===== config.mk =====
export PLATFORM = sky130hd
export DESIGN_NAME = stepper_trapezoid_frame_planner_flat
export DESIGN_NICKNAME = d
export VERILOG_FILES = /design/src/hw/rtl/stfp_pkg.sv /design/src/hw/rtl/stfp_in_if.sv /design/src/hw/rtl/stfp_out_if.sv /design/src/hw/rtl/stfp_ram.sv /design/src/hw/rtl/stfp_ctrl.sv /design/src/hw/rtl/stfp_dp.sv /design/src/hw/rtl/stepper_trapezoid_frame_planner.sv /design/src/flat_wrapper.sv
export SDC_FILE = /design/constraint.sdc
export NUM_CORES = 1
export LEC_CHECK = 0
export BUFFER_PORTS_ARGS = -buffer_cell sky130_fd_sc_hd__buf_2
export CAP_MARGIN = 20
export CORE_MARGIN = 2
export CORE_UTILIZATION = 40
export CTS_CLUSTER_SIZE = 25
export DETAILED_ROUTE_END_ITERATION = 8
export GPL_TIMING_DRIVEN = 0
export PLACE_DENSITY = 0.58
export SETUP_SLACK_MARGIN = 0.05
export SYNTH_ARGS = -nofsm -noshare
export SYNTH_HDL_FRONTEND = slang
export SYNTH_SLANG_ARGS = --single-unit

===== constraint.sdc =====
create_clock -name clk -period 8.4 [get_ports clk]
set_input_delay 1.68 -clock clk [delete_from_list [all_inputs] [get_ports clk]]
set_output_delay 1.68 -clock clk [all_outputs]
set_load 0.03 [all_outputs]

===== src/hw/rtl/stfp_pkg.sv =====
// Shared constants, command/status types and ramp arithmetic constants
// for the stepper trapezoid frame planner. No dependencies.
package stfp_pkg;

  localparam int RAMP_ORDER = 10;

  localparam int RATE_W   = 12;
  localparam int STEP_W   = 20;
  localparam int FRAME_W  = 21;
  localparam int CRUISE_W = 20;
  localparam int SUM_W    = STEP_W;

  localparam int PEAK_W  = $clog2(RAMP_ORDER + 1);
  localparam int RAMP_AW = (RAMP_ORDER > 1) ? $clog2(RAMP_ORDER) : 1;

  // ramp entry = min_rate + d*(2i+1)/RAMP_DEN via a rounded-up reciprocal multiply
  localparam int RAMP_DEN = 2 * RAMP_ORDER;
  localparam int NUM_W    = $clog2(((1 << RATE_W) - 1) * (2 * RAMP_ORDER - 1) + 1);
  localparam int RECIP_SH = NUM_W + $clog2(RAMP_DEN);
  localparam int RECIP_W  = NUM_W + 1;
  localparam int RECIP    = ((1 << RECIP_SH) + RAMP_DEN - 1) / RAMP_DEN;
  localparam int PROD_W   = NUM_W + RECIP_W;

  localparam int DIV_CNT_W = $clog2(STEP_W);

  localparam int CFG_IDX_W = 1;
  localparam logic [CFG_IDX_W-1:0] CFG_MIN_RATE = 1'b0;
  localparam logic [CFG_IDX_W-1:0] CFG_MAX_RATE = 1'b1;

  localparam logic [RATE_W-1:0] MIN_RATE_RST = 12'd100;
  localparam logic [RATE_W-1:0] MAX_RATE_RST = 12'd1000;

  localparam logic ACT_START = 1'b0;
  localparam logic ACT_TICK  = 1'b1;

  typedef struct packed {
    logic capture;
    logic ramp_mul;
    logic ramp_acc;
    logic decide;
    logic div_step;
    logic commit;
    logic tick_sel;
    logic tick_rd;
    logic out_load;
  } dp_cmd_t;

  typedef struct packed {
    logic ramp_last;
    logic trap_now;
    logic div_last;
  } dp_stat_t;

endpackage


===== src/hw/rtl/stfp_in_if.sv =====
// Request channel into the frame planner: valid/ready plus action and step count.
// Depends on stfp_pkg.
interface stfp_in_if;
  import stfp_pkg::*;

  logic              valid;
  logic              ready;
  logic              action;
  logic [STEP_W-1:0] step_total;

  modport source (output valid, output action, output step_total, input ready);
  modport sink   (input valid, input action, input step_total, output ready);
endinterface


===== src/hw/rtl/stfp_out_if.sv =====
// Result channel out of the frame planner: valid/ready plus frame payload.
// Depends on stfp_pkg.
interface stfp_out_if;
  import stfp_pkg::*;

  logic               valid;
  logic               ready;
  logic [RATE_W-1:0]  frame_pulses;
  logic [FRAME_W-1:0] frame_total;
  logic               frame_valid;
  logic               last_frame;

  modport source (output valid, output frame_pulses, output frame_total,
                  output frame_valid, output last_frame, input ready);
  modport sink   (input valid, input frame_pulses, input frame_total,
                  input frame_valid, input last_frame, output ready);
endinterface


===== src/hw/rtl/stfp_ram.sv =====
// Generic single-write, single-read RAM with registered read data.
// No dependencies.
module stfp_ram #(
  parameter int WIDTH = 12,
  parameter int DEPTH = 10,
  localparam int AW = (DEPTH > 1) ? $clog2(DEPTH) : 1
) (
  input  logic             clk,
  input  logic             we,
  input  logic [AW-1:0]    waddr,
  input  logic [WIDTH-1:0] wdata,
  input  logic [AW-1:0]    raddr,
  output logic [WIDTH-1:0] rdata
);

  logic [WIDTH-1:0] mem_r [DEPTH];
  logic [WIDTH-1:0] rdata_r;

  always_ff @(posedge clk) begin
    if (we) begin
      mem_r[waddr] <= wdata;
    end
    rdata_r <= mem_r[raddr];
  end

  assign rdata = rdata_r;

endmodule


===== src/hw/rtl/stfp_ctrl.sv =====
// Controller state machine of the frame planner: sequences ramp build,
// division, commit and frame ticks. Depends on stfp_pkg.
module stfp_ctrl (
  input  logic               clk,
  input  logic               rst_n,
  input  logic               in_valid,
  input  logic               in_action,
  output logic               in_ready,
  input  logic               out_ready,
  output logic               out_valid,
  input  stfp_pkg::dp_stat_t stat,
  output stfp_pkg::dp_cmd_t  cmd
);
  import stfp_pkg::*;

  typedef enum logic [8:0] {
    ST_IDLE     = 9'b000000001,
    ST_RAMP_MUL = 9'b000000010,
    ST_RAMP_ACC = 9'b000000100,
    ST_DECIDE   = 9'b000001000,
    ST_DIVIDE   = 9'b000010000,
    ST_COMMIT   = 9'b000100000,
    ST_TICK_SEL = 9'b001000000,
    ST_TICK_RD  = 9'b010000000,
    ST_RESULT   = 9'b100000000
  } state_t;

  state_t state_r, state_nxt;
  logic   out_valid_r, out_valid_nxt;
  logic   slot_free;

  assign slot_free = !out_valid_r || out_ready;
  assign in_ready  = (state_r == ST_IDLE);
  assign out_valid = out_valid_r;

  always_comb begin
    state_nxt     = state_r;
    cmd           = '0;
    out_valid_nxt = out_valid_r;
    if (out_valid_r && out_ready) begin
      out_valid_nxt = 1'b0;
    end
    case (state_r)
      ST_IDLE: begin
        if (in_valid) begin
          cmd.capture = 1'b1;
          state_nxt   = (in_action == ACT_START) ? ST_RAMP_MUL : ST_TICK_SEL;
        end
      end
      ST_RAMP_MUL: begin
        cmd.ramp_mul = 1'b1;
        state_nxt    = ST_RAMP_ACC;
      end
      ST_RAMP_ACC: begin
        cmd.ramp_acc = 1'b1;
        state_nxt    = stat.ramp_last ? ST_DECIDE : ST_RAMP_MUL;
      end
      ST_DECIDE: begin
        cmd.decide = 1'b1;
        state_nxt  = stat.trap_now ? ST_DIVIDE : ST_COMMIT;
      end
      ST_DIVIDE: begin
        cmd.div_step = 1'b1;
        if (stat.div_last) begin
          state_nxt = ST_COMMIT;
        end
      end
      ST_COMMIT: begin
        cmd.commit = 1'b1;
        state_nxt  = ST_RESULT;
      end
      ST_TICK_SEL: begin
        cmd.tick_sel = 1'b1;
        state_nxt    = ST_TICK_RD;
      end
      ST_TICK_RD: begin
        cmd.tick_rd = 1'b1;
        state_nxt   = ST_RESULT;
      end
      ST_RESULT: begin
        if (slot_free) begin
          cmd.out_load  = 1'b1;
          out_valid_nxt = 1'b1;
          state_nxt     = ST_IDLE;
        end
      end
      default: begin
        state_nxt = ST_IDLE;
      end
    endcase
  end

  always_ff @(posedge clk) begin
    if (!rst_n) begin
      state_r     <= ST_IDLE;
      out_valid_r <= 1'b0;
    end else begin
      state_r     <= state_nxt;
      out_valid_r <= out_valid_nxt;
    end
  end

endmodule


===== src/hw/rtl/stfp_dp.sv =====
// Datapath of the frame planner: config registers, ramp generator, serial
// divider, move plan and frame selection. Depends on stfp_pkg and stfp_ram.
module stfp_dp (
  input  logic                               clk,
  input  logic                               rst_n,
  input  logic                               cfg_we,
  input  logic [stfp_pkg::CFG_IDX_W-1:0]     cfg_idx,
  input  logic [stfp_pkg::RATE_W-1:0]        cfg_wdata,
  input  logic [stfp_pkg::STEP_W-1:0]        in_step_total,
  input  stfp_pkg::dp_cmd_t                  cmd,
  output stfp_pkg::dp_stat_t                 stat,
  output logic [stfp_pkg::RATE_W-1:0]        out_frame_pulses,
  output logic [stfp_pkg::FRAME_W-1:0]       out_frame_total,
  output logic                               out_frame_valid,
  output logic                               out_last_frame
);
  import stfp_pkg::*;

  typedef enum logic [2:0] {
    SRC_ZERO,
    SRC_RAMP,
    SRC_FULL,
    SRC_TAIL,
    SRC_MLOW,
    SRC_MHIGH
  } src_t;

  localparam logic [RECIP_W-1:0] RECIP_C = RECIP_W'(RECIP);

  // config
  logic [RATE_W-1:0] min_rate_r, max_rate_r;
  logic [RATE_W-1:0] full_rate, delta;

  // planning scratch
  logic [STEP_W-1:0]    steps_r;
  logic [RAMP_AW-1:0]   idx_r;
  logic [NUM_W-1:0]     num_r;
  logic [PROD_W-1:0]    prod_r;
  logic [SUM_W-1:0]     sum_r;
  logic [STEP_W-1:0]    rest_r;
  logic                 found_r;
  logic [PEAK_W-1:0]    pk_r;
  logic                 trap_r;
  logic [STEP_W-1:0]    quo_r;
  logic [RATE_W-1:0]    rem_r;
  logic [DIV_CNT_W-1:0] dcnt_r;

  // move plan
  logic                 kind_r;
  logic [FRAME_W-1:0]   frame_idx_r;
  logic [FRAME_W-1:0]   frames_planned_r;
  logic [CRUISE_W-1:0]  cruise_r;
  logic [RATE_W-1:0]    tail_r;
  logic [PEAK_W-1:0]    peak_r;
  logic [RATE_W-1:0]    mid_low_r, mid_high_r;
  logic                 active_r;

  // tick and result
  src_t                 src_r, sel;
  logic                 ok_r, last_r;
  logic [RATE_W-1:0]    res_pulses_r;
  logic                 res_valid_r, res_last_r;
  logic [RATE_W-1:0]    out_pulses_r;
  logic [FRAME_W-1:0]   out_total_r;
  logic                 out_valid_r, out_last_r;

  logic [RATE_W-1:0]    entry;
  logic [RATE_W:0]      entry2;
  logic [FRAME_W-1:0]   ramp_sum;
  logic [RATE_W:0]      rem_sh;
  logic [RATE_W:0]      rem_diff;
  logic [FRAME_W-1:0]   addr;
  logic [FRAME_W:0]     kx, k1, cruise_end, pw, p2;
  logic                 tick_ok, tick_last;
  logic [RATE_W-1:0]    ram_rdata;
  logic [RATE_W-1:0]    pulses;

  assign full_rate = (max_rate_r == '0) ? RATE_W'(1) : max_rate_r;
  assign delta     = (full_rate > min_rate_r) ? full_rate - min_rate_r : '0;

  assign entry    = RATE_W'(prod_r >> RECIP_SH) + min_rate_r;
  assign entry2   = {entry, 1'b0};
  assign ramp_sum = {sum_r, 1'b0};
  assign rem_sh   = {rem_r, quo_r[STEP_W-1]};
  assign rem_diff = rem_sh - {1'b0, full_rate};

  assign stat.ramp_last = (idx_r == RAMP_AW'(RAMP_ORDER - 1));
  assign stat.trap_now  = ({1'b0, steps_r} >= ramp_sum);
  assign stat.div_last  = (dcnt_r == DIV_CNT_W'(STEP_W - 1));

  // frame source selection
  assign kx         = {1'b0, frame_idx_r};
  assign k1         = kx + 1'b1;
  assign cruise_end = (FRAME_W + 1)'(RAMP_ORDER) + (FRAME_W + 1)'(cruise_r);
  assign pw         = (FRAME_W + 1)'(peak_r);
  assign p2         = pw << 1;
  assign tick_ok    = active_r && (frame_idx_r < frames_planned_r);
  assign tick_last  = (k1 >= {1'b0, frames_planned_r});

  always_comb begin
    sel  = SRC_ZERO;
    addr = '0;
    if (!kind_r) begin
      if (kx < (FRAME_W + 1)'(RAMP_ORDER)) begin
        sel  = SRC_RAMP;
        addr = frame_idx_r;
      end else if (kx < cruise_end) begin
        sel = SRC_FULL;
      end else if (kx == cruise_end) begin
        sel = SRC_TAIL;
      end else if (frame_idx_r < frames_planned_r) begin
        sel  = SRC_RAMP;
        addr = frames_planned_r - FRAME_W'(1) - frame_idx_r;
      end
    end else if (peak_r != '0) begin
      if (k1 < pw) begin
        sel  = SRC_RAMP;
        addr = frame_idx_r;
      end else if (k1 == pw) begin
        sel = SRC_MLOW;
      end else if (kx == pw) begin
        sel = SRC_MHIGH;
      end else if (kx < p2) begin
        sel  = SRC_RAMP;
        addr = FRAME_W'(p2 - (FRAME_W + 1)'(1) - kx);
      end
    end
    if (sel == SRC_RAMP && addr >= FRAME_W'(RAMP_ORDER)) begin
      sel = SRC_ZERO;
    end
  end

  always_comb begin
    case (src_r)
      SRC_RAMP:  pulses = ram_rdata;
      SRC_FULL:  pulses = full_rate;
      SRC_TAIL:  pulses = tail_r;
      SRC_MLOW:  pulses = mid_low_r;
      SRC_MHIGH: pulses = mid_high_r;
      default:   pulses = '0;
    endcase
  end

  stfp_ram #(
    .WIDTH (RATE_W),
    .DEPTH (RAMP_ORDER)
  ) u_ramp_ram (
    .clk   (clk),
    .we    (cmd.ramp_acc),
    .waddr (idx_r),
    .wdata (entry),
    .raddr (addr[RAMP_AW-1:0]),
    .rdata (ram_rdata)
  );

  // config registers
  always_ff @(posedge clk) begin
    if (!rst_n) begin
      min_rate_r <= MIN_RATE_RST;
      max_rate_r <= MAX_RATE_RST;
    end else if (cfg_we) begin
      case (cfg_idx)
        CFG_MIN_RATE: min_rate_r <= cfg_wdata;
        CFG_MAX_RATE: max_rate_r <= cfg_wdata;
        default: ;
      endcase
    end
  end

  // ramp build, triangle walk and divider (scratch, no reset)
  always_ff @(posedge clk) begin
    if (cmd.capture) begin
      steps_r <= in_step_total;
      rest_r  <= in_step_total;
      num_r   <= NUM_W'(delta);
      idx_r   <= '0;
      sum_r   <= '0;
      found_r <= 1'b0;
      pk_r    <= PEAK_W'(RAMP_ORDER);
    end
    if (cmd.ramp_mul) begin
      prod_r <= num_r * RECIP_C;
    end
    if (cmd.ramp_acc) begin
      sum_r <= sum_r + SUM_W'(entry);
      if (!found_r) begin
        if (rest_r < STEP_W'(entry2)) begin
          found_r <= 1'b1;
          pk_r    <= PEAK_W'(idx_r) + PEAK_W'(1);
        end else begin
          rest_r <= rest_r - STEP_W'(entry2);
        end
      end
      num_r <= num_r + NUM_W'({delta, 1'b0});
      idx_r <= idx_r + RAMP_AW'(1);
    end
    if (cmd.decide) begin
      trap_r <= stat.trap_now;
      quo_r  <= steps_r - ramp_sum[STEP_W-1:0];
      rem_r  <= '0;
      dcnt_r <= '0;
    end
    if (cmd.div_step) begin
      if (!rem_diff[RATE_W]) begin
        rem_r <= rem_diff[RATE_W-1:0];
        quo_r <= {quo_r[STEP_W-2:0], 1'b1};
      end else begin
        rem_r <= rem_sh[RATE_W-1:0];
        quo_r <= {quo_r[STEP_W-2:0], 1'b0};
      end
      dcnt_r <= dcnt_r + DIV_CNT_W'(1);
    end
    if (cmd.tick_sel) begin
      src_r  <= sel;
      ok_r   <= tick_ok;
      last_r <= tick_last;
    end
  end

  // move plan and per-item result
  always_ff @(posedge clk) begin
    if (!rst_n) begin
      kind_r           <= 1'b0;
      frame_idx_r      <= '0;
      frames_planned_r <= '0;
      cruise_r         <= '0;
      tail_r           <= '0;
      peak_r           <= '0;
      mid_low_r        <= '0;
      mid_high_r       <= '0;
      active_r         <= 1'b0;
    end else begin
      if (cmd.commit) begin
        frame_idx_r <= '0;
        active_r    <= 1'b1;
        if (trap_r) begin
          kind_r           <= 1'b0;
          cruise_r         <= quo_r;
          tail_r           <= rem_r;
          frames_planned_r <= FRAME_W'(2 * RAMP_ORDER + 1) + FRAME_W'(quo_r);
          peak_r           <= '0;
          mid_low_r        <= '0;
          mid_high_r       <= '0;
        end else begin
          kind_r           <= 1'b1;
          peak_r           <= pk_r;
          mid_low_r        <= RATE_W'(rest_r >> 1);
          mid_high_r       <= RATE_W'(rest_r - (rest_r >> 1));
          frames_planned_r <= FRAME_W'({pk_r, 1'b0});
          cruise_r         <= '0;
          tail_r           <= '0;
        end
      end
      if (cmd.tick_rd) begin
        if (ok_r) begin
          frame_idx_r <= FRAME_W'(k1);
          if (last_r) begin
            active_r <= 1'b0;
          end
        end else begin
          active_r <= 1'b0;
        end
      end
    end
  end

  always_ff @(posedge clk) begin
    if (cmd.commit) begin
      res_pulses_r <= '0;
      res_valid_r  <= 1'b0;
      res_last_r   <= 1'b0;
    end
    if (cmd.tick_rd) begin
      res_pulses_r <= ok_r ? pulses : '0;
      res_valid_r  <= ok_r;
      res_last_r   <= ok_r && last_r;
    end
    if (cmd.out_load) begin
      out_pulses_r <= res_pulses_r;
      out_total_r  <= frames_planned_r;
      out_valid_r  <= res_valid_r;
      out_last_r   <= res_last_r;
    end
  end

  assign out_frame_pulses = out_pulses_r;
  assign out_frame_total  = out_total_r;
  assign out_frame_valid  = out_valid_r;
  assign out_last_frame   = out_last_r;

endmodule


===== src/hw/rtl/stepper_trapezoid_frame_planner.sv =====
// Top level of the stepper trapezoid frame planner.
// Depends on stfp_pkg, stfp_in_if, stfp_out_if, stfp_ctrl, stfp_dp.
//  - in_chan (valid/ready) takes requests: action start (0) plans a move of
//    step_total steps, action tick (1) asks for the next frame.
//  - out_chan (valid/ready) returns exactly one result per request:
//    frame_pulses, frame_total, frame_valid, last_frame.
//  - cfg_we/cfg_idx/cfg_wdata write min_rate (index 0) and max_rate (index 1);
//    user must write only while no request is in flight; block doesn't check
// One request at a time (in_chan.ready is high only when idle):
//  - start: ramp build (multiply, then accumulate per entry), decide, the
//    bit-serial divider for a trapezoid only, commit, result load.
//  - tick: select, ramp RAM read, result load.
//  - the next request is taken the cycle after the result loads; the result
//    load waits while a stalled receiver still holds the output register.
// Reset (synchronous, rst_n low) restores min_rate 100, max_rate 1000 and
// clears the plan: ticks return zero frames until a move is started.
// A stalled out_chan holds its payload; the block takes one more request and
// parks its result until the output register frees up.
module stepper_trapezoid_frame_planner (
  input  logic                           clk,
  input  logic                           rst_n,
  input  logic                           cfg_we,
  input  logic [stfp_pkg::CFG_IDX_W-1:0] cfg_idx,
  input  logic [stfp_pkg::RATE_W-1:0]    cfg_wdata,
  stfp_in_if.sink                        in_chan,
  stfp_out_if.source                     out_chan
);
  import stfp_pkg::*;

  dp_cmd_t  cmd;
  dp_stat_t stat;

  stfp_ctrl u_ctrl (
    .clk       (clk),
    .rst_n     (rst_n),
    .in_valid  (in_chan.valid),
    .in_action (in_chan.action),
    .in_ready  (in_chan.ready),
    .out_ready (out_chan.ready),
    .out_valid (out_chan.valid),
    .stat      (stat),
    .cmd       (cmd)
  );

  stfp_dp u_dp (
    .clk              (clk),
    .rst_n            (rst_n),
    .cfg_we           (cfg_we),
    .cfg_idx          (cfg_idx),
    .cfg_wdata        (cfg_wdata),
    .in_step_total    (in_chan.step_total),
    .cmd              (cmd),
    .stat             (stat),
    .out_frame_pulses (out_chan.frame_pulses),
    .out_frame_total  (out_chan.frame_total),
    .out_frame_valid  (out_chan.frame_valid),
    .out_last_frame   (out_chan.last_frame)
  );

endmodule


===== src/flat_wrapper.sv =====
// flat-port wrapper written by rule: the top's interface ports become plain ports
module stepper_trapezoid_frame_planner_flat import stfp_pkg::*;
  (clk, rst_n, cfg_we, cfg_idx, cfg_wdata, in_chan_valid, in_chan_action, in_chan_step_total, in_chan_ready, out_chan_valid, out_chan_frame_pulses, out_chan_frame_total, out_chan_frame_valid, out_chan_last_frame, out_chan_ready);
  stfp_in_if in_chan_i ();
  stfp_out_if out_chan_i ();
  input  logic clk;
  input  logic rst_n;
  input  logic cfg_we;
  input  logic [stfp_pkg::CFG_IDX_W-1:0] cfg_idx;
  input  logic [stfp_pkg::RATE_W-1:0] cfg_wdata;
  input wire logic [$bits(in_chan_i.valid)-1:0] in_chan_valid;
  input wire logic [$bits(in_chan_i.action)-1:0] in_chan_action;
  input wire logic [$bits(in_chan_i.step_total)-1:0] in_chan_step_total;
  output wire logic [$bits(in_chan_i.ready)-1:0] in_chan_ready;
  output wire logic [$bits(out_chan_i.valid)-1:0] out_chan_valid;
  output wire logic [$bits(out_chan_i.frame_pulses)-1:0] out_chan_frame_pulses;
  output wire logic [$bits(out_chan_i.frame_total)-1:0] out_chan_frame_total;
  output wire logic [$bits(out_chan_i.frame_valid)-1:0] out_chan_frame_valid;
  output wire logic [$bits(out_chan_i.last_frame)-1:0] out_chan_last_frame;
  input wire logic [$bits(out_chan_i.ready)-1:0] out_chan_ready;
  assign in_chan_i.valid = in_chan_valid;
  assign in_chan_i.action = in_chan_action;
  assign in_chan_i.step_total = in_chan_step_total;
  assign in_chan_ready = in_chan_i.ready;
  assign out_chan_valid = out_chan_i.valid;
  assign out_chan_frame_pulses = out_chan_i.frame_pulses;
  assign out_chan_frame_total = out_chan_i.frame_total;
  assign out_chan_frame_valid = out_chan_i.frame_valid;
  assign out_chan_last_frame = out_chan_i.last_frame;
  assign out_chan_i.ready = out_chan_ready;
  stepper_trapezoid_frame_planner u_core (.clk(clk), .rst_n(rst_n), .cfg_we(cfg_we), .cfg_idx(cfg_idx), .cfg_wdata(cfg_wdata), .in_chan(in_chan_i), .out_chan(out_chan_i));
endmodule

After elaboration in Yosys (flattened, before gate mapping)
Memory sizes are Yosys's and may differ from the RTL's. A register that Yosys moved wholly into a read port is not among the register bits.
Cells that the tools add are included.
W data, S select, Z words.
- flip-flop bits (word level): 348
- RAM bits: 120
- memories kept: 1
- bits of input ports: 39
- memory list (name ; words ; width ; read ports ; clocked after Yosys merged registers in ; wr ports ; line ; text):
    u_core.u_dp.u_ramp_ram.mem_r ; 10 ; 12 ; 1 ; 1 ; 1 ; stfp_ram.sv:16 ; logic [WIDTH-1:0] mem_r [DEPTH];
- bitwise gates (word level): 1
- multiply operators: 1
- reduce and logical (&&, ||, !) cells: 15
- equal/unequal tests: 23
- multiplexer cells: 92
- add/subtract/negate cells: 17
- order comparisons: 10
- operators with widths (operator ; number):
    $mux W21 ; 14
    $mux W20 ; 9
    $mux W12 ; 11
    $pmux W9 S8 ; 1
    $pmux W12 S5 ; 1
    $lt A21 B21 Y1 ; 2
    $sub A21 B21 Y21 ; 2
    $mux W17 ; 2
    $mul A17 B16 Y32 const B ; 1
    $mux W4 ; 8
    $mux W1 ; 31
    $mux W9 ; 3
    $sub A12 B12 Y12 ; 2
    $add A21 B1 Y22 const B ; 1
    $eq A22 B4 Y1 ; 1
    $ge A22 B21 Y1 ; 1
    $lt A22 B4 Y1 ; 1
    $add A4 B20 Y21 const A ; 1
    $add A5 B20 Y21 const A ; 1
    $eq A21 B21 Y1 ; 1
    $eq A21 B4 Y1 ; 1
    $ge A20 B21 Y1 ; 1
    $ge A21 B4 Y1 const B ; 1
    $lt A21 B4 Y1 const B ; 1
    44 further kinds ; 61

Depth between registers and ports, before layout
Gate-level depths: netlist (run 1).
- depth in word-level cells: 10
- gate-level depth with buffers: 30

Modules after synthesis
From an unflattened synthesis (run 1), not the netlist that was laid out.
- cells, all modules: 3312
- area, all modules: 32457.4 µm²
- modules (own cells, without submodules) (module ; sequential area each (µm²) ; area each (µm²) ; cells an instance ; times used):
    stfp_dp ; 8027.7 ; 26761.9 ; 2963 ; 1
    stfp_ram ; 3843.7 ; 5052.3 ; 273 ; 1
    stfp_ctrl ; 200.2 ; 643.1 ; 76 ; 1

Worst setup path before layout (run 1)
Ideal clock, no wire load.
- path type: reg-to-reg
- start point: register u_core.u_dp.num_r[5]
- end point: register u_core.u_dp.prod_r[27] (data pin)
- library setup time: 262 ps
- slack: 2360 ps
- arrival time: 5778 ps
- stages on the path, launching flop included: 20
- period minus slack after synthesis: 6040 ps
- cells stage by stage: edfxtp_1 -> ha_1 -> inv_1 -> fa_1 -> fa_1 -> inv_1 -> fa_1 -> fa_1 -> fa_1 -> ha_1 -> a2111oi_0 -> o21ai_0 -> or3b_2 -> a21o_1 -> and2_1 -> a21o_1 -> a21o_1 -> a21oi_1 -> o21bai_1 -> xor2_1
- cells in the longest elaborated chain, start to end: 1
- RTL lines (item ; line ; text):
    start: declaration ; stfp_dp.sv:37 ; logic [NUM_W-1:0] num_r;
    start signal: assignment ; stfp_dp.sv:175 ; num_r <= NUM_W'(delta);
    start signal: assignment ; stfp_dp.sv:194 ; num_r <= num_r + NUM_W'({delta, 1'b0});
    $mul A17 B16 Y32 ; stfp_dp.sv:182 ; prod_r <= num_r * RECIP_C;
    end signal: assignment ; stfp_dp.sv:182 ;
    end: declaration ; stfp_dp.sv:38 ; logic [PROD_W-1:0] prod_r;
No other way between the ends.
A chain may end at the register's enable or synchronous reset.

Final worst setup path (run 1)
- start point: register u_core.u_dp.num_r[6]
- end point: register u_core.u_dp.prod_r[33] (data pin)
Same word-level chain as after synthesis.

==> results of run 1 <==
==> synth_stat cells (all sizes together) (16+ instances only) <==
cell    instances
buf            30
o21bai         25
o211ai         19
and2           44
nand3         100
dfxtp         174
o21a           26
xor2           56
nand2         261
nand3b         16
nor4           26
and3           32
a221oi         20
clkbuf         99
or3            19
inv           349
mux2i          86
a21oi         180
nor3           66
nand2b         26
mux2           19
a21o           37
nor2b          65
a211oi         26
a21boi         84
a22oi          16
nand4          28
fa             97
ha            349
o21ai         143
nor2          234
o22ai          23
xnor2         119
a31oi          17
edfxtp        286
==> logic make-up (layout without fill, tap and decap cells) <==
group	Yosys count	in the layout	share of synthesized area
buffers and inverters	478	667	0.0575
XOR/XNOR	175	175	0.0475
other	0	1	0
AO/OA/AOI/OAI	711	711	0.145
multiplexers	105	105	0.0333
adder cells (fa/ha/maj)	446	446	0.196
flip-flops	460	460	0.374
AND/OR/NAND/NOR	965	965	0.147
==> flip-flops by register name (all words and copies together), names as in the netlist, 17 cells and up <==
| name | flops |
|---|---|
| u_core.u_dp.u_ramp_ram.mem_r | 120 |
| u_core.u_dp.frame_idx_r | 21 |
| u_core.u_dp.frames_planned_r | 21 |
| u_core.u_dp.out_frame_total | 21 |
| u_core.u_dp.cruise_r | 20 |
| u_core.u_dp.quo_r | 20 |
| u_core.u_dp.rest_r | 20 |
| u_core.u_dp.steps_r | 20 |
| u_core.u_dp.sum_r | 20 |
| u_core.u_dp.num_r | 17 |
==> cell type report <==
class | count | area (sq um) | area share
multi-input cells | 2402 | 18400 | 0.512
flip-flops and latches | 460 | 12100 | 0.336
clock buffers | 71 | 1450 | 0.0403
well taps | 1060 | 1330 | 0.0369
inverters | 349 | 1310 | 0.0364
repair buffers | 95 | 621 | 0.0172
plain buffers | 129 | 544 | 0.0151
clock inverters | 23 | 231 | 0.00643
diodes | 1 | 2.50 | 0.0000696
==> where the power goes <==
part	total (mW)	internal [mW]	switching (mW)
Combinational	6.49	2.85	3.65
Clock	2.26	1.28	0.980
Sequential	2.94	2.79	0.153
Total	11.7	6.91	4.78
==> metal layers <==
| layer | vias up | part of all wire |
|---|---|---|
| met4 | 0 | 0.038 |
| li1 | 12100 | - |
| met3 | 142 | 0.042 |
| met1 | 11700 | 0.44 |
| met5 | - | 0 |
| met2 | 521 | 0.47 |
==> worst register-to-register path, cell delays in order, from the launching register on <==
cell and delay [ns]:
edfxtp_1 0.57, ha_1 0.49, inv_1 0.09, fa_1 0.54, fa_1 0.55, inv_1 0.05
fa_1 0.51, fa_1 0.53, fa_1 0.51, ha_1 0.32, a2111oi_0 0.38, o21ai_0 0.26
or3b_2 0.49, a21o_1 0.21, a31oi_1 0.20, a21oi_1 0.15, o22a_1 0.25, a21o_1 0.20
a21oi_1 0.17, xnor2_1 0.11
==> path summary, 6_finish.rpt <==
| check | end | cells after the start | slack (ns) | startpoint |
|---|---|---|---|---|
| max | u_core.u_dp.prod_r[33] | 19 | 1.53 | u_core.u_dp.num_r[6] |
| min | u_core.u_dp.out_frame_pulses[2] | 0 | 0.42 | u_core.u_dp.res_pulses_r[2] |
| max reg2reg | u_core.u_dp.prod_r[33] | 19 | 1.53 | u_core.u_dp.num_r[6] |
| min reg2reg | u_core.u_dp.out_frame_pulses[2] | 0 | 0.42 | u_core.u_dp.res_pulses_r[2] |
==> impl_metrics.tcl, run 1 <==
set metrics [dict create \
    status "completed" \
    gp_congestion 0.891 \
    drv_cap 0 \
    ant_nets 0 \
    synth_edf_count 286 \
    syn-num-nets 3825 \
    cts_tree "yes" \
    grt.total_usage 0.220 \
    firstDrtPassIters 5 \
    clock_latency_ns 0.62 \
    final_cell_mix "ha_1, inv_1, edfxtp_1" \
    cp-start-kind "flip-flop" \
    cts-resized-gates 0 \
    vias 24500 \
    yosys.area.top_type "edfxtp_1" \
    drc 0 \
    worstMarginPinSlew_ns 1.10 \
    grt_max_degree 30 \
    p_leak_nw 14.9 \
    yosysUniqueCellTypes 78 \
    wirelength_mm 91.0 \
    final_area_sq_um 36000 \
    pre_cts_ws_ns 1.59 \
    hp-class "flip-flop to flip-flop" \
    cts_inserted_buffers 50 \
    yosys_warnings 0 \
    die_w_um 288 \
    timing.fmax_mhz 146 \
    clockBufferDepth 3 \
    setup_viol 0 \
    avgSynthCellArea_sq_um 9.65 \
    placementRows 104 \
    use_met3 0.0241 \
    power.total_mw 11.7 \
    ys_seq_area_frac 0.374 \
    finalHoldViolCount 0 \
    postPlaceCellArea_sq_um 34300 \
    powerDensity_nw_per_um2 325 \
    ys_ff_latch 460 \
    worst_path_dominant_cell_family "adder cells" \
    rsz0062_at_grt "false" \
    synthCells 3340 \
    drt_iter0_drc 1571 \
    ios 76 \
    slew_headroom 0.258 \
    finalWorstSetupSlack_ns 1.53 \
    slew_viol_final 0 \
    critPathArrivalTime_ns 7.22 \
    vias_per_cell 5.35 \
    gr-usage-met1 0.290 \
    dp_cells 4493 \
    cts_sinks 460 \
    grt_pass1_wl_mm 140 \
    worstPathRequired_ns 8.75 \
    top_usage_layer "met2" \
    drive_gt1_frac 0.0723 \
    start_util 0.402 \
    yosys.area.top_type_share 0.266 \
    crit_top_cell "fa_1" \
    port_buffers 75 \
    crit_fanout 6 \
    clkTransAtPathRegs_ns 0.06 \
    die_area_sq_um 82900 \
    worstPathCellList "ha_1, inv_1, fa_1, fa_1, inv_1, fa_1, fa_1, fa_1, ha_1, a2111oi_0, o21ai_0, or3b_2, a21o_1, a31oi_1, a21oi_1, o22a_1, a21o_1, a21oi_1, xnor2_1" \
    core_area_sq_um 80200 \
    ctsHoldBuffers 0 \
    antenna_found_initial 2 \
    endpoint_kind "flip-flop" \
    crit_type "flip-flop to flip-flop" \
    final_common_cell "ha_1" \
    fin_hold_ws_ns 0.418 \
    crit_slowest_cell "edfxtp_1" \
    fin_tns_setup_ns 0 \
    synth-main-ff-cell "edfxtp_1" \
    die_h_um 288 \
    path_buf_inv 2 \
    layout.cells.non_filler 4590 \
    ctsHtreeMaxLevel 2 \
    synthesis.area_sq_um 32200 \
    final_util 0.449 \
    fin_crit_sh 0.818 \
    vdd_drop_max_mv 1.44 \
    first_global_vias 24100 \
    nNetsFinal 3972 \
    clock_skew_ns 0.0178 \
    post_cts_buffers 0 \
    place_hpwl_mm 72.6 \
    min_period_ns 6.87 \
    ys_top_cells_by_area "edfxtp_1, ha_1, dfxtp_1" \
    gr-total-overflow 0 \
    cts_root_buffer "clkbuf_16" \
    slowest_delay_ns 0.57 \
    wl_per_cell_um 19.8 \
    synthArstFlopShare 0 \
    fillers 7813 \
    grt_util_met2 0.372 \
    syn_to_final_growth_pct 11.6 \
]
Power figures use the tool's default switching activity.
==> run 2: changes to the inputs <==
--- a/config.mk
+++ b/config.mk
@@ -5,6 +5,7 @@
 export SDC_FILE = /design/constraint.sdc
 export NUM_CORES = 1
 export LEC_CHECK = 0
+export ABC_AREA = 1
 export BUFFER_PORTS_ARGS = -buffer_cell sky130_fd_sc_hd__buf_2
 export CAP_MARGIN = 20
 export CORE_MARGIN = 2
==> constraint.sdc (replaced) <==
create_clock -name clk -period 7.05 [get_ports clk]
set_input_delay 1.41 -clock clk [delete_from_list [all_inputs] [get_ports clk]]
set_output_delay 1.41 -clock clk [all_outputs]
set_load 0.03 [all_outputs]
==> run 2 against run 1 <==
Clock skew up 0.010 ns; clock power up 27%; sequential share of layout area down 0.27 points; maximum frequency up 10%; first-iteration DRC count up 38%; sequential power up 20%; wire length up 7.8%; core utilization up 0.15 points; non-clock buffer count down 28; setup slack worse by 0.71 ns; flip-flop and latch count unchanged; clock-buffer cell count up 1; critical endpoint is now u_core.u_dp.prod_r[31].
==> impl_metrics.tcl, run 2 <==
set metrics [dict create \
    status "completed" \
    drv_cap 0 \
    ys_seq_area_frac 0.371 \
    drt_iter0_drc 2168 \
    synthesis.area_sq_um 32500 \
    yosys_warnings 0 \
    rsz0062_at_grt "false" \
    avgSynthCellArea_sq_um 8.31 \
    post_cts_buffers 0 \
    final_cell_mix "nand2_1, inv_1, ha_1" \
    nNetsFinal 4546 \
    die_area_sq_um 83600 \
    die_w_um 289 \
    critPathArrivalTime_ns 6.57 \
    timing.fmax_mhz 161 \
    placementRows 104 \
    seqPwrFrac 0.221 \
    ctsHoldBuffers 0 \
    antenna_found_initial 2 \
    regMostFlops "u_core.u_dp.u_ramp_ram.mem_r" \
    cp-start-kind "flip-flop" \
    largest_reg_flops 120 \
    grt_pass1_wl_mm 151 \
    wirelength_mm 98.0 \
    postPlaceCellArea_sq_um 34400 \
    seqCellArea_sq_um 12100 \
    hp-class "flip-flop to flip-flop" \
    synth_edf_count 286 \
    worstMarginPinSlew_ns 0.993 \
    crit_fanout 6 \
    cts_root_buffer "clkbuf_16" \
    clockPowerShare 0.179 \
    cts_inserted_buffers 52 \
    die_h_um 289 \
    gr-total-overflow 0 \
    syn-num-nets 4399 \
    multi_input_area_sq_um 17800 \
    netlist_top_cells_count "nand2_1, inv_1, ha_1, a21oi_1, nor2_1" \
    vdd_drop_max_mv 0.972 \
    gp_congestion 0.951 \
    combPwrFrac 0.600 \
    grt_max_degree 33 \
    pre_cts_ws_ns 0.851 \
    drc 0 \
    power_switching_mw 7.31 \
    slew_viol_final 0 \
    fin_crit_sh 0.884 \
    ant_nets 0 \
    grt.total_usage 0.235 \
    p_leak_nw 16.0 \
    setup_viol 0 \
    yosysUniqueCellTypes 61 \
    p_int_mw 8.69 \
    yosysMostFrequentCell "nand2_1" \
    firstDrtPassIters 5 \
    wl_per_cell_um 19.0 \
    synthArstFlopShare 0 \
    clock_skew_ns 0.0280 \
    slew_headroom 0.338 \
    vias 27200 \
    endpoint_kind "flip-flop" \
    fin_hold_ws_ns 0.421 \
    fin_tns_setup_ns 0 \
    n_antenna_cell 0 \
    core_area_sq_um 80500 \
    finalHoldViolCount 0 \
    vias_per_cell 5.27 \
    final_area_sq_um 36300 \
    switching_share 0.457 \
    cts-resized-gates 0 \
    ctsHtreeMaxLevel 2 \
    ys_top_cells_by_area "edfxtp_1, ha_1, dfxtp_1" \
    synth-main-ff-cell "edfxtp_1" \
    final_common_cell "nand2_1" \
    finalWorstSetupSlack_ns 0.821 \
    worstPathRequired_ns 7.39 \
    fillers 8084 \
    yosys.area.top_type_share 0.264 \
    cts_sinks 460 \
    drive_gt1_frac 0.0643 \
    first_global_vias 25700 \
    powerDensity_nw_per_um2 441 \
    start_util 0.404 \
    syn_to_final_growth_pct 11.6 \
    ios 76 \
    clkTransAtPathRegs_ns 0.07 \
    place_hpwl_mm 79.8 \
    yosys.area.top_type "edfxtp_1" \
    min_period_ns 6.23 \
    cts_tree "yes" \
    clock_latency_ns 0.62 \
    synthCells 3914 \
    ys_ff_latch 460 \
    port_buffers 75 \
    clockBufferDepth 3 \
    crit_type "flip-flop to flip-flop" \
]
-- run 2: cell types whose count changed after synthesis, sizes merged, moves of 84 or more --
cell	previous run	this run
a21oi	180	348
nand3	100	194
inv	349	600
nand2	261	771
mux2i	86	2
-- run 2: area by class of cell --
type                       count  area share
inverter                     605      0.0626
sequential                   460       0.333
timing repair buffer          93      0.0163
buffer                       103      0.0122
tap                         1060      0.0366
clock buffer                  72      0.0413
multi-input combinational   2746       0.490
clock inverter                25     0.00814
-- run 2: metal layers --
metal  vias up  track usage  share of wire
li1      13500            -              -
met1     12800        0.337           0.47
met2       777        0.379           0.45
met3       122       0.0263          0.055
met4         0       0.0553          0.022
met5         -            0              0
-- run 2: power by group through the flow --
stage	clock network, mW	registers, mW	logic [mW]
after CTS	2.90	3.54	9.73
after floorplan	0	3.52	7.07
final	2.86	3.54	9.60
after detailed placement	0	3.60	9.66
after global routing	2.99	3.56	11.2
after global placement	0	3.61	9.57
-- run 2: stage by stage --
step	instances	utilization	power, mW
after floorplan	3914	-	10.6
after global placement	5049	0.425	13.2
after detailed placement	5063	0.428	13.3
after CTS	5160	0.450	16.2
after global routing	5164	0.450	17.7
final	5164	0.450	16.0
-- run 2: worst max-delay path, stage by stage, from the launching register on --
cell,delay (ns)
edfxtp_1,0.54
ha_1,0.41
inv_1,0.09
fa_1,0.53
inv_1,0.06
fa_1,0.53
fa_1,0.55
inv_1,0.06
fa_1,0.50
fa_1,0.54
inv_1,0.04
ha_1,0.30
nand2_1,0.13
inv_1,0.11
nand3_1,0.09
nor3_1,0.36
o21ai_0,0.18
nand3_1,0.22
nand2_1,0.08
nand2_1,0.13
nand3_1,0.08
nand2_1,0.10
nand4_1,0.09
o211ai_1,0.12
xor2_1,0.10
-- run 2: final timing paths --
check / endpoint / slack (ns) / depth (start not counted) / start
setup / recovery: u_core.u_dp.prod_r[31] / 0.82 / 24 / u_core.u_dp.num_r[4]
hold / removal: u_core.u_dp.out_frame_pulses[1] / 0.42 / 0 / u_core.u_dp.res_pulses_r[1]
setup reg to reg: u_core.u_dp.prod_r[31] / 0.82 / 24 / u_core.u_dp.num_r[4]
hold reg to reg: u_core.u_dp.out_frame_pulses[1] / 0.42 / 0 / u_core.u_dp.res_pulses_r[1]
-- run 2: cell families after synthesis --
family	share of synthesized area
flip-flops	0.371
buffers and inverters	0.0835
AO/OA/AOI/OAI	0.121
AND/OR/NAND/NOR	0.193
adder cells (fa/ha/maj)	0.194
XOR/XNOR	0.0366
multiplexers	0.000616
==> run 3: changes to the inputs <==
--- a/config.mk
+++ b/config.mk
@@ -13,7 +13,7 @@
 export CTS_CLUSTER_SIZE = 25
 export DETAILED_ROUTE_END_ITERATION = 8
 export GPL_TIMING_DRIVEN = 0
-export PLACE_DENSITY = 0.58
+export PLACE_DENSITY = 0.6
 export SETUP_SLACK_MARGIN = 0.05
 export SYNTH_ARGS = -nofsm -noshare
 export SYNTH_HDL_FRONTEND = slang
==> constraint.sdc (replaced) <==
create_clock -name clk -period 5.1 [get_ports clk]
set_input_delay 1.02 -clock clk [delete_from_list [all_inputs] [get_ports clk]]
set_output_delay 1.02 -clock clk [all_outputs]
set_load 0.03 [all_outputs]
==> run 3 against run 2 <==
The run now ends with setup timing left; sequential power grew 38%; largest power group unchanged; sequential share of layout area shrank 0.98 points; clock-buffer cell count grew 1; flip-flop and latch count is the same; first-iteration DRC count shrank 6.4%; non-clock buffer count grew 71; largest cell class unchanged; global-route usage grew 0.47 points; cell area grew 3.2%; via count grew 2.0%; power grew 77%; hold slack lost 0.0028 ns; combinational power grew 100%.
==> impl_metrics.tcl, run 3 (synthesis gave the netlist of run 2 again) <==
set metrics [dict create \
    drv_cap 0 \
    combPwrFrac 0.688 \
    r2r_start "u_core.u_dp.num_r[3]" \
    regMostFlops "u_core.u_dp.u_ramp_ram.mem_r" \
    final_cell_mix "nand2_1, inv_1, a21oi_1" \
    min_period_ns 5.41 \
    cts_root_buffer "clkbuf_16" \
    ctsHtreeMaxLevel 2 \
    min_path_cells 0 \
    worstPathRequired_ns 5.46 \
    p_leak_nw 16.4 \
    drt_iter0_drc 2029 \
    wl_per_cell_um 19.2 \
    fin_tns_setup_ns -1.33 \
    clock_latency_ns 0.62 \
    slew_headroom 0.237 \
    crit_fanout 3 \
    setup_viol 7 \
    slew_viol_final 0 \
    vias 27700 \
    vdd_drop_max_mv 1.76 \
    status "complete, but fails checks" \
    power.total_mw 28.3 \
    die_area_sq_um 83600 \
    clock_skew_ns 0.0325 \
    syn_to_final_growth_pct 15.2 \
    start_util 0.404 \
    critPathArrivalTime_ns 5.78 \
    largest_reg_flops 120 \
    grt_max_degree 39 \
    p_int_mw 15.5 \
    ant_nets 0 \
    fin_crit_sh 1.06 \
    dp_cells 5064 \
    seqPwrFrac 0.173 \
    clockPowerShare 0.139 \
    power_switching_mw 12.8 \
    drc 0 \
    die_w_um 289 \
    first_global_vias 26500 \
    timing.fmax_mhz 185 \
    antenna_found_initial 4 \
    grt_pass1_wl_mm 154 \
    final_area_sq_um 37400 \
    crit_type "flip-flop to flip-flop" \
    hp-class "flip-flop to flip-flop" \
    final_common_cell "nand2_1" \
    endpoint_kind "flip-flop" \
    postPlaceCellArea_sq_um 34500 \
    core_area_sq_um 80500 \
    cts_sinks 460 \
    cp-startpoint "u_core.u_dp.num_r[3]" \
    n_antenna_cell 0 \
    placementRows 104 \
    reg2reg_depth 21 \
    cts_tree "yes" \
    nNetsFinal 4617 \
    place_hpwl_mm 79.6 \
    firstDrtPassIters 6 \
    powerDensity_nw_per_um2 755 \
    die_h_um 289 \
    wirelength_mm 100 \
    gp_congestion 0.964 \
    violations "setup timing" \
    fillers 7903 \
    port_buffers 75 \
    drive_gt1_frac 0.106 \
    switching_share 0.452 \
    grt.total_usage 0.239 \
    cts_inserted_buffers 52 \
    ios 76 \
    layout.cells.non_filler 5234 \
    hold_path_startpoint "u_core.u_dp.res_pulses_r[11]" \
    vias_per_cell 5.30 \
    cp-start-kind "flip-flop" \
    gr-total-overflow 0 \
    clockBufferDepth 3 \
    finalHoldViolCount 0 \
    finalWorstSetupSlack_ns -0.312 \
    rsz0062_at_grt "true" \
    worstMarginPinSlew_ns 1.14 \
    clkTransAtPathRegs_ns 0.06 \
]
[run 3: worst max-delay path: stages, from the launching register on]
cell and delay [ns]:
edfxtp_1 0.51, buf_6 0.18, ha_4 0.26, inv_1 0.06, fa_2 0.60, fa_1 0.45, fa_2 0.57, inv_1 0.05
fa_2 0.43, fa_2 0.60, ha_4 0.22, nand3_4 0.10, buf_4 0.11, inv_2 0.04, a21oi_4 0.21, nand3_4 0.15
nand2_4 0.09, nand2_4 0.05, buf_4 0.14, buf_6 0.10, buf_6 0.10, xor2_1 0.13
[run 3: power groups by stage]
stage,Clock (mW),Sequential [mW],Combinational [mW]
final,3.94,4.89,19.5
after floorplan,0,4.87,10.2
after global routing,4.13,4.91,21.6
after global placement,0,4.99,13.7
after detailed placement,0,4.98,13.9
after CTS,4.00,4.88,16.4
[run 3: what timing repair did]
item / 4_1_cts / 5_1_grt
cloned: 0 / 0
buffers inserted: 41 / 30
pin swaps: 20 / 49
resized for setup: 59 / 87
setup endpoints to repair: 19 / 36
hold buffers: 0 / 0
[run 3: area by class of cell]
type / instances / area (sq um) / share of cell area
Multi-Input combinational cell: 2746 / 18400 / 0.490
Timing Repair Buffer: 164 / 1150 / 0.0308
Clock inverter: 23 / 289 / 0.00772
Sequential cell: 460 / 12100 / 0.323
Clock buffer: 73 / 1490 / 0.0399
Tap cell: 1060 / 1330 / 0.0354
Inverter: 605 / 2280 / 0.0608
Buffer: 103 / 445 / 0.0119
[run 3: per-stage QoR]
step,util,setup slack [ns],hold WS (ns)
2_1_floorplan,-,0.0622,0.400
3_3_place_gp,0.426,-0.804,0.402
3_5_place_dp,0.429,-0.823,0.405
4_1_cts,0.457,-0.296,0.419
5_1_grt,0.465,-0.522,0.425
6_report,0.465,-0.312,0.419
[run 3: path summary, 6_finish.rpt]
| path | endpoint | slack (ns) |
|---|---|---|
| hold / removal | u_core.u_dp.out_frame_pulses[11] | 0.42 |
| setup / recovery | u_core.u_dp.prod_r[25] | -0.31 |
| setup reg to reg | u_core.u_dp.prod_r[25] | -0.31 |
| hold reg to reg | u_core.u_dp.out_frame_pulses[11] | 0.42 |
[run 3: per-layer routing]
| layer | GRT usage | wire length [um] | vias up | share of wire |
|---|---|---|---|---|
| li1 | - | - | 13600 | - |
| met1 | 0.338 | 45800 | 13100 | 0.46 |
| met2 | 0.386 | 45100 | 877 | 0.45 |
| met4 | 0.0705 | 3090 | 6 | 0.031 |
| met3 | 0.0284 | 6350 | 164 | 0.063 |
| met5 | 0 | 42 | - | 0.00042 |
